--- config.mk ---
export PLATFORM = sky130hd
export DESIGN_NAME = rprt_cmp
export DESIGN_NICKNAME = d
export VERILOG_FILES = /design/src/design/rprt_pkg.sv /design/src/design/rprt_cmp.sv
export SDC_FILE = /design/constraint.sdc
export NUM_CORES = 1
export LEC_CHECK = 0
export BUFFER_PORTS_ARGS = -buffer_cell sky130_fd_sc_hd__buf_2
export CORE_ASPECT_RATIO = 2
export CORE_MARGIN = 4
export CORE_UTILIZATION = 41
export DETAILED_ROUTE_END_ITERATION = 7
export PLACE_DENSITY = 0.64
export SLEW_MARGIN = 0
export SYNTH_ARGS = -nofsm -noshare
export SYNTH_HDL_FRONTEND = slang
export SYNTH_SLANG_ARGS = --single-unit
--- constraint.sdc ---
create_clock -name vclk -period 2.55
set_input_delay 0.255 -clock vclk [all_inputs]
set_output_delay 0.255 -clock vclk [all_outputs]
set_load 0.02 [all_outputs]
--- src/design/rprt_pkg.sv ---
`timescale 1ns / 1ps
// ----------------------------------------------------------------------------
// rprt_pkg: shared definitions for the received packet range tracker
// Field widths, opcodes, the stored range entry and the compare unit flags.
// ----------------------------------------------------------------------------
package rprt_pkg;

	localparam int PN_W           = 62;
	localparam int OP_W           = 2;
	localparam int IDX_W          = 5;
	localparam int RC_W           = 6;
	localparam int DEF_MAX_RANGES = 32;

	// opcodes
	localparam logic [OP_W-1:0] OP_ADD     = 2'd0;
	localparam logic [OP_W-1:0] OP_DISCARD = 2'd1;
	localparam logic [OP_W-1:0] OP_READ    = 2'd2;

	// one inclusive range
	typedef struct packed {
		logic [PN_W-1:0] low;
		logic [PN_W-1:0] high;
	} entry_t;

	// results of comparing an operand against one entry
	typedef struct packed {
		logic high_lt_pn;   // high < pn
		logic low_lt_pn;    // low < pn
		logic low_le_pn;    // low <= pn
		logic pn_next_low;  // pn + 1 == low (no wrap)
		logic high_next_pn; // high + 1 == pn (no wrap)
	} cmp_flags_t;

endpackage

--- src/design/rprt_cmp.sv ---
`timescale 1ns / 1ps
// ----------------------------------------------------------------------------
// rprt_cmp: shared compare unit
// Compares one operand against the low and high ends of one range entry.
// ----------------------------------------------------------------------------
module rprt_cmp import rprt_pkg::*; (
	input  logic [PN_W-1:0] pn,
	input  entry_t          ent,
	output cmp_flags_t      flags
);

	logic [PN_W:0] pn_inc;
	logic [PN_W:0] high_inc;

	// increments one bit wider so the top value never wraps to zero
	assign pn_inc   = {1'b0, pn} + {{PN_W{1'b0}}, 1'b1};
	assign high_inc = {1'b0, ent.high} + {{PN_W{1'b0}}, 1'b1};

	assign flags.high_lt_pn   = ent.high < pn;
	assign flags.low_lt_pn    = ent.low < pn;
	assign flags.low_le_pn    = ent.low <= pn;
	assign flags.pn_next_low  = pn_inc == {1'b0, ent.low};
	assign flags.high_next_pn = high_inc == {1'b0, pn};

endmodule

Yosys cells after proc, flatten, opt, wreduce, memory -nomap -nowiden
Cells that the tools add are included.

operators by class
  $lt $le $gt $ge = 3
  equal/unequal tests = 2
  $add $sub $neg = 2

operator list
  operator                                                          number
  62-bit by 1-bit adder with 63-bit output (second input constant)  2
  63-bit by 62-bit equality test with 1-bit output                  2
  62-bit < comparator                                               2
  62-bit <= comparator                                              1

word-level totals
  word-level logic and storage cells = 7
  output and inout port bits = 5
  flip-flop bits (word level) = 0
  bits of input ports = 186

Depth between registers and ports, before layout
  depth in word-level cells = 2
  gate-level depth with buffers = 11
  gate-level depth less buffers = 10

Worst setup path before layout
No wires, ideal clock.

  kind = input port to output port
  from = input pn[34]
  to = output flags[1] (netlist bit)
  cell stages on the path = 10
  path buffers = 2
  data arrival time = 2.802 ns
  setup slack = -0.507 ns
  data required time = 2.295 ns
  cells stage by stage = clkbuf_1 and4_1 nand3_1 or4_1 clkbuf_1 or3_1 mux2i_1 o31ai_1 nand4_1 nor3_1

RTL lines
  what             line           RTL
  start, declared  rprt_cmp.sv:7  input logic [PN_W-1:0] pn,
  end, declared    rprt_cmp.sv:9  output cmp_flags_t flags

==> reports/metrics.csv <==
stage,metric,value,unit
status,status,"finished, violations left",
status,violations,setup timing,
yosys,synth_area_leaders,"ha_1 21%, xnor2_1 13%, nand4_1 6.0%",
timing,period_share,1.22,
yosys,ys_types,74,
cells_and_area,area_delta_synth_final,72.4,%
setup_path,path_common_cell,nand4_1,
timing,timing.fmax,323,MHz
global_route,grt-ovfl-total,0,
cells_and_area,numSequentialCells,0,
cells_and_area,nets,1971,
worst_hold_path,hold_path_class,primary input to output pin,
die,fp.dieArea,21100,µm²
drt,ant_nets,0,
place,placed_cells,1831,
drt,viasPerCell,6.29,
timing,hold_ws,1.03,ns
yosys,synth_fp_nets,1396,
setup_path,cp_top_family,simple AND/OR/NAND/NOR gates,
timing,slew_headroom,0.587,
power,ir_worst_vdd,0.133,mV
global_route,grt_pass1_vias,12400,
cells_and_area,layout-drive-gt1-share,0.458,
global_route,grt_max_degree,14,
yosys,ys_warn_count,0,
drt,routedWlPerCell,25.8,µm
setup_path,cp-end-kind,output pin,
setup_path,slowest_stage,or4_4,
timing,finalMaxSlewViolations,0,
yosys,postSynthAreaPerCell,7.07,µm²
setup_path,path_cells,"buf_2, nand4_1, or4_4, nor4_4, buf_4, xnor2_1, o2111ai_2, nor4_2, nand4_1, nor3_4, buf_6",
die,num_rows,70,
setup_path,crit_required,2.30,ns
global_route,antenna_found_initial,1,
yosys,synth_largest_area_cell,ha_1,
yosys,yosys-top-cells-count,"126 x ha_1, 117 x xnor2_1, 74 x nand4_1",
setup_path,criticalPathCategory,primary input to output pin,
timing,tns,-1.53,ns
run,cap_violations,0,
place,globalplace.congestion,1.07,
power,power,2.19,mW
setup_path,cp_slowest_stage_delay,0.60,ns
cells_and_area,stdcell_count,1875,
timing,fin_ws,-0.551,ns
die,core_region_area,18300,µm²
drt,dr.pass1.iters,7,
yosys,synth.most_common_cell,ha_1,
yosys,syn_area,7660,µm²
cells_and_area,clock_buffer_count,0,
power,p_leak,6.21,nW
setup_path,critPathArrivalTime,2.85,ns
timing,hold_violations,0,
global_route,grt_usage,0.435,
setup_path,crit_buf_inv,3,
die,die_height,201,µm
cells_and_area,seq_area,0,µm²
die,die_x,105,µm
die,initial_core_util,0.419,
drt,drtIter0Drc,597,
drt,wl,48300,µm
timing,worst_pin_slew,0.616,ns
timing,finalSetupViolations,5,
die,io_pins,191,
yosys,synthCells,1084,
global_route,grt_pass1_wl,69400,µm
drt,drc,0,
setup_path,critPathLaunchType,primary input,
cells_and_area,multiInputGateArea,8120,µm²
drt,via_count,11800,
timing,rsz0062_at_grt,true,
cells_and_area,fin_util,0.722,
place,hpwlAfterDp,41200,µm
power,power_density,166,nW/µm²
yosys,ys_seq_area_frac,0,
place,port_buffers,191,
timing,fin_crit,3.10,ns
yosys,synth_top_area_share,0.206,
setup_path,crit_fanout,3,
cells_and_area,fill_cells,1568,
==> area by class of cell <==
cell class,instances,share of cell area
Antenna cell,2,0.000379
Inverter,66,0.0218
Multi-Input combinational cell,984,0.615
Tap cell,216,0.0205
Timing Repair Buffer,607,0.342
==> cell families (layout without fill, tap and decap cells) <==
logic type / count (synthesis) / count (layout) / synth area share
muxes: 12 / 12 / 0.0158
and+or+nand+nor: 464 / 464 / 0.348
xor gates and xnor gates: 168 / 168 / 0.192
AOI/OAI and AO/OA: 214 / 214 / 0.189
other: 0 / 2 / 0
adders and majority gates: 126 / 126 / 0.206
buffers and inverters: 100 / 673 / 0.0498
==> timing repair <==
action | 4_1_cts | 5_1_grt
resized for setup | 125 | 131
pin swaps | 41 | 79
gates cloned | 1 | 0
setup buffers | 23 | 23
hold buffers | 0 | 0
setup endpoints to repair | 5 | 5
==> stage by stage <==
| stage | setup WS (ns) | area, µm² |
|---|---|---|
| floorplan | -0.223 | 7850 |
| global placement | -0.673 | 11700 |
| detailed placement | -0.665 | 11700 |
| CTS | -0.432 | 12400 |
| global route | -0.651 | 13200 |
| finish | -0.551 | 13200 |
==> worst min-delay path: stages <==
cell and delay [ns]:
buf_2 0.15, o22ai_2 0.17, nor3_4 0.07, buf_6 0.12
==> cell usage in the layout (no fill, tap or decap), types with 49 or more instances in the layout <==
cell / synthesis / layout
nand4_1: 74 / 74
buf_2: 5 / 149
nand3_1: 67 / 55
ha_1: 126 / 99
xnor2_1: 117 / 117
buf_4: 0 / 388
inv_1: 66 / 49
xor2_1: 51 / 51
nor2_1: 53 / 51
buf_6: 0 / 54
nand2_1: 67 / 67
==> power by group <==
group	internal (mW)	switching, mW
Clock	0.000000105	0
Sequential	0	0
Combinational	1.03	1.16
==> layer usage <==
layer,up-vias,wire length [µm],track usage
met5,-,0,0
met4,0,8680,0.585
met3,404,2880,0.0754
met2,741,23500,0.785
met1,5357,13300,0.330
li1,5290,-,-
==> path summary, 6_finish.rpt <==
check	from	end	cells past startpoint
setup / recovery	pn[34]	flags[1]	11
hold / removal	ent[53]	flags[0]	4
Power figures use the tool's default switching activity.
