### src/design/rprt_pkg.sv
`timescale 1ns / 1ps
// ----------------------------------------------------------------------------
// rprt_pkg: shared definitions for the received packet range tracker
// Field widths, opcodes, the stored range entry and the compare unit flags.
// ----------------------------------------------------------------------------
package rprt_pkg;

	localparam int PN_W           = 62;
	localparam int OP_W           = 2;
	localparam int IDX_W          = 5;
	localparam int RC_W           = 6;
	localparam int DEF_MAX_RANGES = 32;

	// opcodes
	localparam logic [OP_W-1:0] OP_ADD     = 2'd0;
	localparam logic [OP_W-1:0] OP_DISCARD = 2'd1;
	localparam logic [OP_W-1:0] OP_READ    = 2'd2;

	// one inclusive range
	typedef struct packed {
		logic [PN_W-1:0] low;
		logic [PN_W-1:0] high;
	} entry_t;

	// results of comparing an operand against one entry
	typedef struct packed {
		logic high_lt_pn;   // high < pn
		logic low_lt_pn;    // low < pn
		logic low_le_pn;    // low <= pn
		logic pn_next_low;  // pn + 1 == low (no wrap)
		logic high_next_pn; // high + 1 == pn (no wrap)
	} cmp_flags_t;

endpackage

### src/design/rprt_store.sv
`timescale 1ns / 1ps
// ----------------------------------------------------------------------------
// rprt_store: range entry memory
// One write port and one read port with registered read data.
// ----------------------------------------------------------------------------
module rprt_store import rprt_pkg::*; #(
	parameter int DEPTH = DEF_MAX_RANGES,
	parameter int AW    = $clog2(DEF_MAX_RANGES)
) (
	input  logic          clk,
	input  logic          wr_en,
	input  logic [AW-1:0] wr_addr,
	input  entry_t        wr_data,
	input  logic          rd_en,
	input  logic [AW-1:0] rd_addr,
	output entry_t        rd_data
);

	entry_t mem_q [DEPTH];
	entry_t rd_data_q;

	// write port
	always_ff @(posedge clk) begin
		if (wr_en) begin
			mem_q[wr_addr] <= wr_data;
		end
	end

	// registered read port
	always_ff @(posedge clk) begin
		if (rd_en) begin
			rd_data_q <= mem_q[rd_addr];
		end
	end

	assign rd_data = rd_data_q;

endmodule

### config.mk
export PLATFORM = sky130hd
export DESIGN_NAME = rprt_store
export DESIGN_NICKNAME = d
export VERILOG_FILES = /design/src/design/rprt_pkg.sv /design/src/design/rprt_store.sv
export SDC_FILE = /design/constraint.sdc
export NUM_CORES = 2
export LEC_CHECK = 0
export ABC_AREA = 1
export BUFFER_PORTS_ARGS = -buffer_cell sky130_fd_sc_hd__buf_2
export CAP_MARGIN = 20
export CORE_AREA = 2 2 573 575
export DETAILED_ROUTE_END_ITERATION = 8
export DIE_AREA = 0 0 575 577
export PLACE_DENSITY_LB_ADDON = 0.08
export SYNTH_ARGS = -nofsm -noshare
export SYNTH_HDL_FRONTEND = slang
export SYNTH_SLANG_ARGS = --single-unit
### constraint.sdc
create_clock -name clk -period 19.5 [get_ports clk]
set_clock_uncertainty 0.15 [all_clocks]
set_input_delay 1.95 -clock clk [delete_from_list [all_inputs] [get_ports clk]]
set_output_delay 1.95 -clock clk [all_outputs]
set_load 0.005 [all_outputs]
======== Word-level counts from Yosys, hierarchy flattened ========
Memories as Yosys holds them, arrays and structs flattened. A register that Yosys moved wholly into a read port is not among the register bits.
Cells that the tools add are included.
storage, ports and cells
  memories ................................ 1
  word-level logic and storage cells ...... 3
  bits in registers ....................... 0
  input port bits ......................... 137
  bits in writable memories ............... 3968
memory list
  name   words  bits a word  read ports  clocked after Yosys merged registers in  write ports  RTL line          source
  mem_q  32     124          1           1                                        1            rprt_store.sv:19  entry_t mem_q [DEPTH];
operators by class
  multiplexer cells ....................... 2
operators with widths
  cell     count
  $mux W1  2

======== Logic depth before layout (Yosys ltp) ========
  depth in word-level cells ............... 2
  mapped depth ............................ 13

======== Worst setup path before layout ========
No wires, ideal clock.
  path type ............................... input to register
  from .................................... in wr_addr[0]
  to ...................................... mem mem_q[0][0] (netlist name), enable pin
  cell stages on the path ................. 3
  arrival ................................. 7406 ps
  required time ........................... 18741 ps
  setup time .............................. 609 ps
  setup slack ............................. 11335 ps
  cells stage by stage .................... inv_1 -> nand3_1 -> nor2_1
RTL lines
  what             RTL line          source
  start, declared  rprt_store.sv:12  input logic [AW-1:0] wr_addr,
  end, declared    rprt_store.sv:19
Straight into the memory's write port.

==> run_results.csv <==
group,metric,value,unit
clocking,clockBufferDepth,4,
timing,worst_slew_pin_slew,1.36,ns
finish,seq_area,0.123,mm²
power,power,0.0188,W
finish,multi_input_comb_area,0.0350,mm²
clocking,clkLatencyLatePin,0.96,ns
setup_path,path_class,"in2reg",
min_path,min_path_type,"reg2reg",
global_route,gr-total-overflow,0,
setup_path,cp.arrival,7.51,ns
global_route,grt_usage,28.8,%
timing,final_max_slew_viol_count,0,
clocking,clk_pin_slew,0.06,ns
timing,hold_slack,0.622,ns
synth,synth.distinct_cells,14,
power,ir_worst_vdd,0.0735,mV
synth,yosys_register_bits,4092,
timing,fmax,0.144,GHz
clocking,cts_root_buf,"clkbuf_16",
drt,via_count,104960,
setup_path,r2r_start,"mem_q[31][73]$_DFFE_PP_",
setup_path,critPathCaptureType,"register",
power,swShare,22.2,%
place,globalplace.congestion,0.759,
power,switchingPower,0.00418,W
finish,fillers,26833,
drt,detail_route.iter0.violations,12274,
synth,syn-num-nets,13187,
timing,setup_viol,0,
setup_path,r2r_end,"rd_data[73]$_DFFE_PP_",
floorplan,num_rows,210,
finish,areaGrowthSynthToFinish,11.3,%
place,io_buffers,260,
power,p_leak,63.9,nW
drt,routed_wl,485000,µm
global_route,grt_max_degree,213,
power,power_density,104,mW/mm²
global_route,grt_pass1_wl,699000,µm
power,combPwrFrac,5.5,%
clocking,tritoncts,"done",
drt,drt-wirelength-per-cell,27.2,µm
synth,synth_top_cell_by_area,"edfxtp_1",
timing,rsz0062_at_grt,"false",
clocking,postCtsSetupRepairBufs,0,
clocking,cts_made_buffers,423,
floorplan,core-area,0.326,mm²
setup_path,worstPathMaxFanout,186,
timing,timing.final.crit_period,6.97,ns
finish,nets,13226,
synth,netlist_area,0.162,mm²
power,clkPwrFrac,42.2,%
drt,drt_pass1_iterations,6,
power,seq_power_share,52.3,%
finish,drive_gt1_share,8.09,%
floorplan,start_util,49.7,%
floorplan,die_w,575,µm
drt,drc_errors,0,
power,p_int,0.0147,W
timing,final-hold-violation-count,0,
synth,synth.top_cells.by_area,"edfxtp_1, nand3_1, nand2_1",
synth,syn_area_per_cell,12.4,µm²
place,hpwl,218000,µm
status,status,"complete, no violations",
flow_run,drv_cap,0,
min_path,min_path_cells,6,
drt,viasPerCell,5.89,
timing,post-route-period-util,35.7,%
min_path,hp-start,"mem_q[4][108]$_DFFE_PP_",
synth,synth.top_cell.area_share,75.8,%
min_path,min_to,"rd_data[108]$_DFFE_PP_",
floorplan,ios,261,
setup_path,required,20.05,ns
clocking,postCtsHoldBufs,0,
synth,yosys_warnings,0,
setup_path,worstRegToRegCells,6,
clocking,clock-sinks,4092,
clocking,h-tree-depth,5,
timing,relSlewSlack,9.04,%
floorplan,die_area,0.332,mm²
timing,setup_tns,0,ns
synth,ys_seq_area_share,75.8,%
global_route,antenna_found_initial,58,
setup_path,r2r_slack,17.73,ns
drt,ant_nets,0,
synth,netlist_instances,13050,
clocking,cts_resized,0,
global_route,grt_pass1_vias,100283,
setup_path,startpoint_type,"input pin",
floorplan,die_y,577,µm
[critical path, cell delays in order]
cell	delay, ns
buf_8	0.21
inv_8	0.67
buf_12	0.71
buf_4	0.89
buf_4	0.85
buf_4	0.88
nand3_1	0.17
nand3_1	0.13
nand2_1	0.06
nand2_1	0.06
nand2_1	0.06
nand2_1	0.08
nand2_1	0.07
[flip-flops by register name, summed over array words and instances (netlist names)]
signal	count
mem_q	3968
rd_data	124
[worst max-delay path by stage]
stage / startpoint / to / slack [ns] / cells past startpoint
2_1_floorplan: wr_addr[0] / mem_q[0][0]$_DFFE_PP_ / 11.33 / 3
3_3_place_gp: rd_addr[1] / rd_data[92]$_DFFE_PP_ / 11.78 / 11
3_5_place_dp: rd_addr[1] / rd_data[92]$_DFFE_PP_ / 11.73 / 11
4_1_cts: rd_addr[1] / rd_data[92]$_DFFE_PP_ / 12.77 / 11
5_1_grt: rd_addr[0] / rd_data[10]$_DFFE_PP_ / 12.43 / 14
6_report: rd_addr[1] / rd_data[76]$_DFFE_PP_ / 12.53 / 13
[cell type report]
| cell class | count | share of cell area, % |
|---|---|---|
| Antenna cell | 30 | 0.0416 |
| Multi-Input combinational cell | 8096 | 19.4 |
| Clock inverter | 244 | 1.24 |
| Tap cell | 4346 | 3.01 |
| Clock buffer | 526 | 6.26 |
| Sequential cell | 4092 | 68.1 |
| Timing Repair Buffer | 466 | 1.90 |
| Inverter | 10 | 0.0465 |
[power by group through the flow]
stage / clock, W / combinational, W / sequential, W
after global placement: 0 / 0.00102 / 0.0100
after CTS: 0.00807 / 0.00104 / 0.00986
after floorplan: 0 / 0.000600 / 0.0100
final: 0.00795 / 0.00104 / 0.00986
after detailed placement: 0 / 0.00103 / 0.0100
after global routing: 0.00841 / 0.00114 / 0.00986
[per-stage QoR]
stage | area (µm²) | worst slack, ns | util [%] | cells
5_1_grt | 180000 | 12.43 | 55.4 | 17802
6_report | 180000 | 12.53 | 55.4 | 17810
3_5_place_dp | 167000 | 11.73 | 51.2 | 17006
2_1_floorplan | 162000 | 11.33 | - | 13050
3_3_place_gp | 167000 | 11.78 | 51.1 | 16998
4_1_cts | 180000 | 12.77 | 55.3 | 17776
[routing by layer]
layer,wire length [µm],part of all wire [%],track usage (%)
met5,70,0.014,0
met4,13400,2.8,7.86
met3,37400,7.7,3.75
met2,227000,47,46.4
met1,206000,43,41.4
[synth_stat cells]
master and instances:
buf_6 36, buf_2 439, buf_8 1, nand2_1 4572, clkbuf_1 213, clkinv_1 1
inv_2 2, inv_4 1, nor2_1 32, buf_4 95, edfxtp_1 4092, buf_1 68
nand3_1 3492, inv_1 6
[kinds of logic (layout without fill, tap and decap cells)]
| family | after synthesis | count (layout) | synth area share [%] |
|---|---|---|---|
| buffers and inverters | 862 | 1246 | 2.73 |
| DFF | 4092 | 4092 | 75.8 |
| and+or+nand+nor | 8096 | 8096 | 21.4 |
| other | 0 | 30 | 0 |
[layout by cell type (no fill, tap or decap)]
cell	Yosys	final
buf_12	0	36
buf_16	0	4
buf_2	439	254
buf_4	95	167
buf_8	1	5
bufinv_16	0	39
clkbuf_1	213	88
clkbuf_16	0	438
clkinv_1	1	98
clkinv_16	0	1
clkinv_2	0	77
clkinv_4	0	3
clkinv_8	0	4
clkinvlp_4	0	15
diode_2	0	30
edfxtp_1	4092	4092
inv_1	6	5
inv_16	0	3
inv_6	0	5
inv_8	0	4
nand2_1	4572	4572
nand3_1	3492	3492
nor2_4	0	32
Note: power is estimated with default switching activity, not from simulation.
